### src/rtl/mic_pkg.sv
// ----------------------------------------------------------------------------
// Index converter package
// Shared constants, register codes and item structures of the column-major
// subscript and linear index converter.
// ----------------------------------------------------------------------------
`default_nettype none

package mic_pkg;

  localparam int FIELD_DIMS = 4;
  localparam int EXT_W      = 16;
  localparam int DIMS_W     = 3;
  localparam int CFG_IDX_W  = 3;
  localparam int RESULT_W   = 32;
  localparam int LINEAR_W   = 32;

  localparam int DEF_MAX_DIMS    = 4;
  localparam int DEF_INDEX_WIDTH = 32;

  localparam logic [CFG_IDX_W-1:0] REG_DIMS     = 3'd0;
  localparam logic [CFG_IDX_W-1:0] REG_EXTENT_0 = 3'd1;
  localparam logic [CFG_IDX_W-1:0] REG_EXTENT_1 = 3'd2;
  localparam logic [CFG_IDX_W-1:0] REG_EXTENT_2 = 3'd3;
  localparam logic [CFG_IDX_W-1:0] REG_EXTENT_3 = 3'd4;

  localparam logic ACTION_FOLD  = 1'b0;
  localparam logic ACTION_SPLIT = 1'b1;

  typedef logic [EXT_W-1:0] ext_t;

  typedef struct packed {
    logic valid;
    logic sub_err;
    logic sum_big;
    logic stride_big;
    logic ext_zero;
  } fold_flags_t;

  typedef struct packed {
    logic                    action;
    ext_t [FIELD_DIMS-1:0]   sub;
  } fold_side_t;

  typedef struct packed {
    logic                    valid;
    logic                    split_ok;
    logic                    err;
    logic [RESULT_W-1:0]     result;
    ext_t [FIELD_DIMS-1:0]   coord;
  } div_side_t;

endpackage

`default_nettype wire

### src/rtl/mic_div_cell.sv
// ----------------------------------------------------------------------------
// Division cell
// One restoring division step when enabled: brings the next dividend bit into the
// remainder and shifts one quotient bit in.
// ----------------------------------------------------------------------------
`default_nettype none

module mic_div_cell import mic_pkg::*; #(
  parameter int INDEX_WIDTH = DEF_INDEX_WIDTH
) (
  input  wire logic                   clk_i,
  input  wire logic                   rst_ni,
  input  wire logic                   en_i,
  input  wire ext_t                   divisor_i,
  input  wire div_side_t              side_i,
  input  wire ext_t                   rem_i,
  input  wire logic [INDEX_WIDTH-1:0] quot_i,
  output div_side_t                   side_o,
  output ext_t                        rem_o,
  output logic [INDEX_WIDTH-1:0]      quot_o
);

  localparam int W = INDEX_WIDTH;

  logic [EXT_W:0] shifted;
  logic [EXT_W:0] diff;
  logic           ge;
  ext_t           rem_d, rem_q;
  logic [W-1:0]   quot_d, quot_q;
  div_side_t      side_q;

  always_comb begin
    shifted = {rem_i, quot_i[W-1]};
    diff    = shifted - {1'b0, divisor_i};
    ge      = shifted >= {1'b0, divisor_i};
    if (en_i) begin
      rem_d  = ge ? diff[EXT_W-1:0] : shifted[EXT_W-1:0];
      quot_d = {quot_i[W-2:0], ge};
    end else begin
      rem_d  = rem_i;
      quot_d = quot_i;
    end
  end

  always_ff @(posedge clk_i or negedge rst_ni) begin
    if (!rst_ni) begin
      side_q <= '0;
    end else begin
      side_q <= side_i;
    end
  end

  always_ff @(posedge clk_i) begin
    rem_q  <= rem_d;
    quot_q <= quot_d;
  end

  assign side_o = side_q;
  assign rem_o  = rem_q;
  assign quot_o = quot_q;

endmodule

`default_nettype wire

### config.mk
export PLATFORM = sky130hd
export DESIGN_NAME = mic_div_cell
export DESIGN_NICKNAME = d
export VERILOG_FILES = /design/src/rtl/mic_pkg.sv /design/src/rtl/mic_div_cell.sv
export SDC_FILE = /design/constraint.sdc
export NUM_CORES = 1
export LEC_CHECK = 0
export BUFFER_PORTS_ARGS = -buffer_cell sky130_fd_sc_hd__buf_2
export CAP_MARGIN = 10
export CORE_AREA = 2 2 123 125
export CTS_CLUSTER_SIZE = 30
export DETAILED_ROUTE_END_ITERATION = 8
export DIE_AREA = 0 0 125 127
export PLACE_DENSITY = 0.79
export SLEW_MARGIN = 20
export SYNTH_ARGS = -nofsm -noshare
export SYNTH_HDL_FRONTEND = slang
export SYNTH_SLANG_ARGS = --single-unit
export TNS_END_PERCENT = 30
### constraint.sdc
create_clock -name clk_i -period 1.5 [get_ports clk_i]
set_clock_uncertainty 0.15 [all_clocks]
set_input_delay 0.075 -clock clk_i [delete_from_list [all_inputs] [get_ports clk_i]]
set_output_delay 0.075 -clock clk_i [all_outputs]
set_load 0.02 [all_outputs]
==> metrics.txt <==
outcome finished, violations left; failing checks negative hold slack, negative setup slack; largest net degree at the start of global routing between 40 and 50; fill count 978; Post-CTS Hold Buffers 161; Area after DPL ~7500 um^2; Synth Cell Area between 5000 and 6000 um^2; cts bufs inserted 17; crit path time final 1740 ps; DRT antenna net count 0; Layout Area Growth over Synthesis 92.7%; Worst Slack Setup Final -238 ps; Min Hold Slack -186 ps; dpl hpwl 14.4 mm; pre-CTS WS -778 ps; Internal 7600 uW; Crit. End Element flip-flop; H-tree depth 4; vias post-DR 5570; initial core utilization 36.0%; Syn. warnings 0; fin cells between 1000 and 1500; Core ar. 14400 um^2; initial antenna violation count 2; footprint of the multi-input gates 1930 um^2; clock buffer depth 2; total negative slack -713 ps; Gate power share 22.1%; CTS tree built; Yosys reg bits 147; clock power share 38.4%; worst hold-check path type primary input to flip-flop; die area 15900 um^2; first-pass GRT wire length 34.1 mm; Finished Cell Area ~10000 um^2; Startpoint Class primary input; Syn Nets 575; Final Hold Violating Endpoints 4; drt pass-1 iters 5; layout cells sized above 1 51.7%; power per cell area 1080 nW/um^2; Layout Nets 1117; Async S/R FF share, synth 67.3%; WP data arrival about 1900 ps; number of diodes 0; worst rel slew slack 62.0%; I/O pins approximately 310; Distinct cells, synth 53; Final GP Congestion about 0.90; RSZ-0062 raised after global routing true; Max Freq 575 MHz; Seq/Total Area, Yosys 66.2%; Crit Path Class primary input to flip-flop; 1st-iter DRT viols 490; Root Buffer clkbuf_16; commonest cells in the netlist 99 x dfrtp_1, 48 x dfxtp_1, 30 x mux2_2; vias per cell between 4 and 5; critical path fanouts, max 3; max-cap violations 0; Congestion Overflow GR 0; P_sw approximately 3300 uW; Sequential Power Share roughly two fifths; Post-Syn Instances 392; Clock transition at path regs 70 ps; final setup violation count 10; row count 44; peak supply drop 0.000796 V; Synth top area share 47.7%; power consumption 10900 uW; Worst Tran Pin Value 564 ps; Max Transition Viols Final 0; CP required 1700 ps; Yosys top cell by area dfrtp_1; Primary FF master, synth dfrtp_1; Switching Share 30.0%; drt wl/cell 20.7 um; vias in the first global route 5831; GRT Total Usage 28.4%; Inst Count DP 932; Synth area leaders dfrtp_1 48%, dfxtp_1 19%, mux2_2 6.5%; EDFF count, synth 0; die width roughly 130 um; dominant cell by count in the synthesized netlist dfrtp_1; clk sinks 147; final period utilization 116%; leakage power 0.00480 uW; Syn Area/Cell around 13 um^2; DRC 0; Buffers on Ports 312; sequential cell area 3440 um^2; Post-Route WL 23.4 mm; Die Ht between 100 and 150 um
layout make-up:
| class | count | share of cell area, % |
|---|---|---|
| repair buffers | 533 | 37.3 |
| flip-flops and latches | 147 | 34.4 |
| multi-input cells | 215 | 19.3 |
| clock buffers | 18 | 4.39 |
| well taps | 184 | 2.30 |
| clock inverters | 14 | 1.43 |
| inverters | 20 | 0.925 |
layout by cell type, fill, tap and decap left out, types with 4 or more instances in the layout:
cell type and instances:
buf_2 306, dlygate4sd3_1 161, dfrtp_1 99, buf_4 51, dfxtp_1 48, mux2_2 30, nor2_1 19, clkbuf_16 17
inv_1 14, a31oi_1 14, a21oi_1 13, o21ai_0 12, ha_4 12, nand2_1 10, buf_6 10, nand3_1 8
o21ai_1 7, xnor2_1 7, nor2_2 5, a21o_1 5, o211ai_1 5, a21oi_4 4, nand2b_1 4, nand3_2 4
ha_1 4, clkinv_4 4, buf_12 4
metrics by stage:
stage	utilization (%)	hold WS [ps]
finish	69.4	-186
detailed placement	52.3	-123
CTS	67.7	-229
global route	69.4	-180
global placement	52.3	-129
floorplan	-	-371
critical path: stages:
cell	delay (ps)
buf_8	110
inv_12	40
ha_4	120
inv_2	30
fa_2	360
a211oi_4	300
o21ai_2	120
buf_4	160
a21oi_4	150
xnor2_1	160
o21ai_1	110
a31oi_1	170
routing by layer:
| metal | part of all wire, % | wire, um | global-route usage (%) | up-vias |
|---|---|---|---|---|
| li1 | - | - | - | 2467 |
| met1 | 38 | 8800 | 33.4 | 2724 |
| met2 | 50 | 11600 | 47.0 | 294 |
| met3 | 7.1 | 1670 | 8.29 | 83 |
| met4 | 5.5 | 1300 | 15.9 | 2 |
| met5 | 0.047 | 11 | 0 | - |
worst paths after layout:
| path | depth (start not counted) | endpoint | startpoint | slack [ps] |
|---|---|---|---|---|
| setup / recovery | 12 | rem_o[10]$_DFF_P_ | quot_i[31] | -240 |
| hold / removal | 3 | rem_o[0]$_DFF_P_ | quot_i[31] | -190 |
| max in group asynchronous | 4 | side_o[97]$_DFF_PN0_ | rst_ni | 100 |
| min in group asynchronous | 3 | side_o[2]$_DFF_PN0_ | rst_ni | 580 |
cells by family (layout without fill, tap and decap cells):
family                     after synthesis  in the layout  share of synthesized area, %
buffers and inverters                   31            585                          2.82
DFF                                    147            147                          66.2
AOI/OAI and AO/OA                       89             90                          11.8
adders and majority gates               17             17                          4.24
muxes                                   31             31                          6.70
and+or+nand+nor                         68             68                          6.70
xor gates and xnor gates                 9              9                          1.52
registers in the layout, indices dropped and copies added (netlist names):
signal	count
quot_o	32
side_o	99
rem_o	16
timing repair:
action / in CTS / in global routing
gates cloned: 0 / 1
setup endpoints to repair: 7 / 91
resized for setup: 8 / 51
hold endpoints to repair: 246 / 2
pin swaps: 6 / 22
setup buffers: 1 / 4
power groups by stage:
stage	logic (uW)	clock network (uW)	registers [uW]
floorplan	594	0	4700
global placement	1810	0	4340
detailed placement	1840	0	4350
CTS	2210	4180	4280
global route	2520	4450	4310
finish	2390	4170	4290
No activity file was read; power rests on OpenSTA's default activity.
