**src/rtl/mic_pkg.sv**
```systemverilog
// ----------------------------------------------------------------------------
// Index converter package
// Shared constants, register codes and item structures of the column-major
// subscript and linear index converter.
// ----------------------------------------------------------------------------
`default_nettype none

package mic_pkg;

  localparam int FIELD_DIMS = 4;
  localparam int EXT_W      = 16;
  localparam int DIMS_W     = 3;
  localparam int CFG_IDX_W  = 3;
  localparam int RESULT_W   = 32;
  localparam int LINEAR_W   = 32;

  localparam int DEF_MAX_DIMS    = 4;
  localparam int DEF_INDEX_WIDTH = 32;

  localparam logic [CFG_IDX_W-1:0] REG_DIMS     = 3'd0;
  localparam logic [CFG_IDX_W-1:0] REG_EXTENT_0 = 3'd1;
  localparam logic [CFG_IDX_W-1:0] REG_EXTENT_1 = 3'd2;
  localparam logic [CFG_IDX_W-1:0] REG_EXTENT_2 = 3'd3;
  localparam logic [CFG_IDX_W-1:0] REG_EXTENT_3 = 3'd4;

  localparam logic ACTION_FOLD  = 1'b0;
  localparam logic ACTION_SPLIT = 1'b1;

  typedef logic [EXT_W-1:0] ext_t;

  typedef struct packed {
    logic valid;
    logic sub_err;
    logic sum_big;
    logic stride_big;
    logic ext_zero;
  } fold_flags_t;

  typedef struct packed {
    logic                    action;
    ext_t [FIELD_DIMS-1:0]   sub;
  } fold_side_t;

  typedef struct packed {
    logic                    valid;
    logic                    split_ok;
    logic                    err;
    logic [RESULT_W-1:0]     result;
    ext_t [FIELD_DIMS-1:0]   coord;
  } div_side_t;

endpackage

`default_nettype wire

```
**src/rtl/mic_fold_cell.sv**
```systemverilog
// ----------------------------------------------------------------------------
// Fold cell
// Handles one dimension: adds the subscript times the running stride to the
// sum, scales the stride by the extent and tracks range and overflow flags.
// ----------------------------------------------------------------------------
`default_nettype none

module mic_fold_cell import mic_pkg::*; #(
  parameter int INDEX_WIDTH = DEF_INDEX_WIDTH,
  parameter int DIM         = 0
) (
  input  wire logic                   clk_i,
  input  wire logic                   rst_ni,
  input  wire logic                   active_i,
  input  wire ext_t                   extent_i,
  input  wire fold_flags_t            flags_i,
  input  wire fold_side_t             side_i,
  input  wire logic [INDEX_WIDTH-1:0] stride_i,
  input  wire logic [INDEX_WIDTH-1:0] sum_i,
  input  wire logic [INDEX_WIDTH-1:0] idx_i,
  output fold_flags_t                 flags_o,
  output fold_side_t                  side_o,
  output logic [INDEX_WIDTH-1:0]      stride_o,
  output logic [INDEX_WIDTH-1:0]      sum_o,
  output logic [INDEX_WIDTH-1:0]      idx_o
);

  localparam int W = INDEX_WIDTH;
  localparam logic [1:0] SEL = 2'(DIM);

  ext_t                sub;
  logic [W+EXT_W-1:0]  term_w;
  logic [W+EXT_W-1:0]  stride_w;
  logic [W:0]          sum_w;
  logic                term_big;
  fold_flags_t         flags_d, flags_q;
  fold_side_t          side_q;
  logic [W-1:0]        stride_d, stride_q, sum_q, idx_q;

  always_comb begin
    sub      = active_i ? side_i.sub[SEL] : '0;
    term_w   = {{W{1'b0}}, sub} * {{EXT_W{1'b0}}, stride_i};
    stride_w = {{EXT_W{1'b0}}, stride_i} * {{W{1'b0}}, extent_i};
    sum_w    = {1'b0, sum_i} + {1'b0, term_w[W-1:0]};
    term_big = (|term_w[W+EXT_W-1:W]) || (flags_i.stride_big && (sub != '0));

    flags_d.valid      = flags_i.valid;
    flags_d.sub_err    = flags_i.sub_err || (active_i && (side_i.sub[SEL] >= extent_i));
    flags_d.sum_big    = flags_i.sum_big || term_big || sum_w[W];
    flags_d.stride_big = flags_i.stride_big || (active_i && (|stride_w[W+EXT_W-1:W]));
    flags_d.ext_zero   = flags_i.ext_zero || (active_i && (extent_i == '0));
    stride_d           = active_i ? stride_w[W-1:0] : stride_i;
  end

  always_ff @(posedge clk_i or negedge rst_ni) begin
    if (!rst_ni) begin
      flags_q <= '0;
    end else begin
      flags_q <= flags_d;
    end
  end

  always_ff @(posedge clk_i) begin
    side_q   <= side_i;
    stride_q <= stride_d;
    sum_q    <= sum_w[W-1:0];
    idx_q    <= idx_i;
  end

  assign flags_o  = flags_q;
  assign side_o   = side_q;
  assign stride_o = stride_q;
  assign sum_o    = sum_q;
  assign idx_o    = idx_q;

endmodule

`default_nettype wire

```
**config.mk**
```make
export PLATFORM = sky130hd
export DESIGN_NAME = mic_fold_cell
export DESIGN_NICKNAME = d
export VERILOG_FILES = /design/src/rtl/mic_pkg.sv /design/src/rtl/mic_fold_cell.sv
export SDC_FILE = /design/constraint.sdc
export NUM_CORES = 2
export LEC_CHECK = 0
export BUFFER_PORTS_ARGS = -buffer_cell sky130_fd_sc_hd__buf_2
export CAP_MARGIN = 20
export CORE_MARGIN = 3
export CORE_UTILIZATION = 49
export DETAILED_ROUTE_END_ITERATION = 10
export GPL_TIMING_DRIVEN = 0
export HOLD_SLACK_MARGIN = 0.03
export PLACE_DENSITY = 0.69
export SYNTH_ARGS = -nofsm -noshare
export SYNTH_HDL_FRONTEND = slang
export SYNTH_SLANG_ARGS = --single-unit
```
**constraint.sdc**
```tcl
create_clock -name clk_i -period 0.8 [get_ports clk_i]
set_input_delay 0.12 -clock clk_i [delete_from_list [all_inputs] [get_ports clk_i]]
set_output_delay 0.12 -clock clk_i [all_outputs]
set_load 0.01 [all_outputs]
```
==> flow_summary.json <==
{
  "async_flop_share": 0.0301,
  "min_from": "sum_i[0]",
  "fp.dieW_um": 287,
  "worstSetupPathType": "in -> reg",
  "io_buffers": 348,
  "cp_data_arrival_time_ps": 7970,
  "ys_warn_count": 0,
  "hold_depth": 2,
  "antenna_found_initial": 8,
  "core_mm2": 0.0778,
  "finalMaxSlewViolations": 0,
  "synth_edf_count": 0,
  "drt-initial-drc-count": 2578,
  "start_util": 0.498,
  "worst_path_largest_cell_delay_ps": 620,
  "worst_path_max_delay_cell": "fa_1",
  "grt_use_total": 0.336,
  "fin_crit_ps": 7550,
  "slew_headroom": 0.175,
  "drt-total-wl_um": 139000,
  "setup_viol": 232,
  "ys.flop_type": "dfxtp_1",
  "finalWeightedCongestion": 1.02,
  "holdWs_ps": -137,
  "num_rows": 102,
  "syn-num-nets": 5678,
  "rsz0062_at_grt": "true",
  "fin_nets": 6315,
  "drive_above_1_share": 0.228,
  "syn_area_mm2": 0.0388,
  "synthTopCellsByArea": "fa_1 43%, ha_1 9.4%, inv_1 9.0%, dfxtp_1 8.3%, nand2_1 5.7%",
  "numCtsBuffers": 17,
  "ant_nets": 0,
  "start_kind": "primary input",
  "grt_overflow_total": 0,
  "htreeDepth": 4,
  "worst_slack_ps": -6750,
  "syn_inst": 4365,
  "final_core_util": 0.649,
  "hold_viol": 4,
  "dp.final_hpwl_um": 109000,
  "cts.sinks": 166,
  "seq_area_frac_synth": 0.0864,
  "grt_start_max_net_pins": 21,
  "fillers": 6275,
  "drv_cap": 0,
  "tritoncts": "yes",
  "hold_end": "sum_o[0]",
  "first_global_vias": 35500,
  "synthToLayoutAreaGrowth_pct": 30.3,
  "synth.top_cell.area_share": 0.432,
  "route.detailed.drc": 0,
  "dp_slack_ps": -8390,
  "clockRootBuffer": "clkbuf_16",
  "ctsHoldBuffers": 129,
  "status": "finished, violations left",
  "hold_path_class": "in -> reg",
  "yosys_register_bits": 166,
  "ios": 351,
  "clk_pin_slew_ps": 100,
  "violations": "negative hold slack, negative setup slack",
  "avgSynthCellArea_um2": 8.88,
  "via_per_inst": 5.57,
  "yosysTopAreaCell": "fa_1",
  "wl_per_cell_um": 22.9,
  "dieArea_mm2": 0.0825,
  "finalCritPeriodShare": 9.44,
  "die_y_um": 287,
  "crit_required_ps": 1210,
  "worst_pin_slew_ps": 1240,
  "crit_fanout": 10,
  "path_common_cell": "fa_1",
  "synth_cell_types": 78,
  "num_vias": 33800,
  "cp-end-kind": "flip-flop",
  "fmaxAchievable_ghz": 0.132,
  "drt_pass1_iterations": 6,
  "grt_pass1_wl_um": 206000,
  "clk_path_buf_depth": 2
}
==> final cells by class <==
cell class,count,area [um^2],share of cell area
diodes,8,20.0,0.000396
plain buffers,241,3520,0.0698
clock buffers,17,425,0.00842
clock inverters,15,199,0.00394
inverters,931,3520,0.0696
multi-input cells,3020,33200,0.658
flip-flops and latches,166,3380,0.0669
well taps,1040,1300,0.0258
repair buffers,625,4910,0.0973
==> cell usage in the layout (no fill, tap or decap), types with 24 or more instances in the layout <==
master / count
o21ai_0: 25
nand3_1: 42
a21oi_1: 78
buf_8: 32
a21o_1: 51
xnor2_1: 56
clkbuf_8: 48
buf_2: 267
buf_4: 125
dfxtp_2: 25
nand2_1: 558
a21oi_2: 27
dfxtp_1: 136
buf_6: 82
inv_1: 905
and3_1: 259
fa_1: 809
xor2_1: 24
ha_1: 216
clkbuf_16: 99
clkbuf_1: 40
nor2_1: 82
and2_1: 228
clkbuf_2: 26
dlygate4sd3_1: 129
ha_4: 58
fa_2: 28
==> synth_stat cells (all sizes together), types with 6 or more instances <==
library cell and count:
a2111oi 8, a211o 6, a211oi 21, a21o 53, a21oi 117, a31oi 12
and2 250, and3 276, buf 8, clkbuf 240, dfxtp 161, fa 837
ha 291, inv 931, mux2 26, mux2i 10, nand2 586, nand2b 18
nand3 51, nand4 18, nor2 102, nor2b 18, nor3 23, nor4 15
o211ai 8, o21a 18, o21ai 67, o21bai 17, o22ai 8, o31ai 8
or3 9, xnor2 65, xor2 26
==> sequential cells by signal, summed over array words and instances, names as in the netlist <==
register,count
side_o,65
idx_o,32
flags_o,5
sum_o,32
stride_o,32
==> cells by family after synthesis <==
logic type,after synthesis,synth area share
AND/OR/NAND/NOR,1385,0.178
XOR/XNOR,91,0.0206
adder cells (fa/ha/maj),1128,0.526
flip-flops,166,0.0864
AO/OA/AOI/OAI,380,0.0646
buffers and inverters,1179,0.114
multiplexers,36,0.0101
==> through the flow <==
step	TNS (ps)	cell area, um^2	std cells
finish	-315490	50500	6063
global route	-329870	50500	6056
CTS	-313170	49200	5997
detailed placement	-337340	43600	5753
global placement	-334680	43600	5753
floorplan	-265770	40600	4365
==> worst max-delay path, delay by kind of cell <==
family / cells / cell delay, ps
buf+inv: 6 / 730
simple gates: 7 / 1300
compound gates: 10 / 2030
fa+ha+maj: 8 / 3600
xor+xnor: 1 / 170
==> per-layer routing <==
layer | up-vias | track usage | share of wire | wire length (um)
met1 | 17000 | 0.415 | 0.37 | 50600
met2 | 1692 | 0.537 | 0.46 | 64500
met5 | - | 0 | 0.00041 | 57
met3 | 437 | 0.0932 | 0.11 | 15000
met4 | 8 | 0.182 | 0.062 | 8560
li1 | 14600 | - | - | -
==> worst max-delay path by stage <==
stage                     startpoint          to  slack (ps)  cells past startpoint
after floorplan             active_i  flags_o[2]       -6510                     37
after global placement     side_i[3]  flags_o[2]       -8320                     37
after detailed placement    active_i  flags_o[2]       -8390                     37
after CTS                   active_i  flags_o[2]       -6680                     39
after global routing        active_i  flags_o[2]       -7100                     38
final                      side_i[4]  flags_o[2]       -6750                     32
==> repair_timing <==
item | 4_1_cts | 5_1_grt
pin swaps | 132 | 109
endpoints found under the setup margin | 232 | 236
hold endpoints to repair | 153 | 7
setup buffers | 83 | 65
gates cloned | 5 | 0
gates resized for setup | 598 | 240
Power is left out: the tool's default activity adds up to more than one toggle a clock period on the data nets, which glitch-free logic cannot reach.
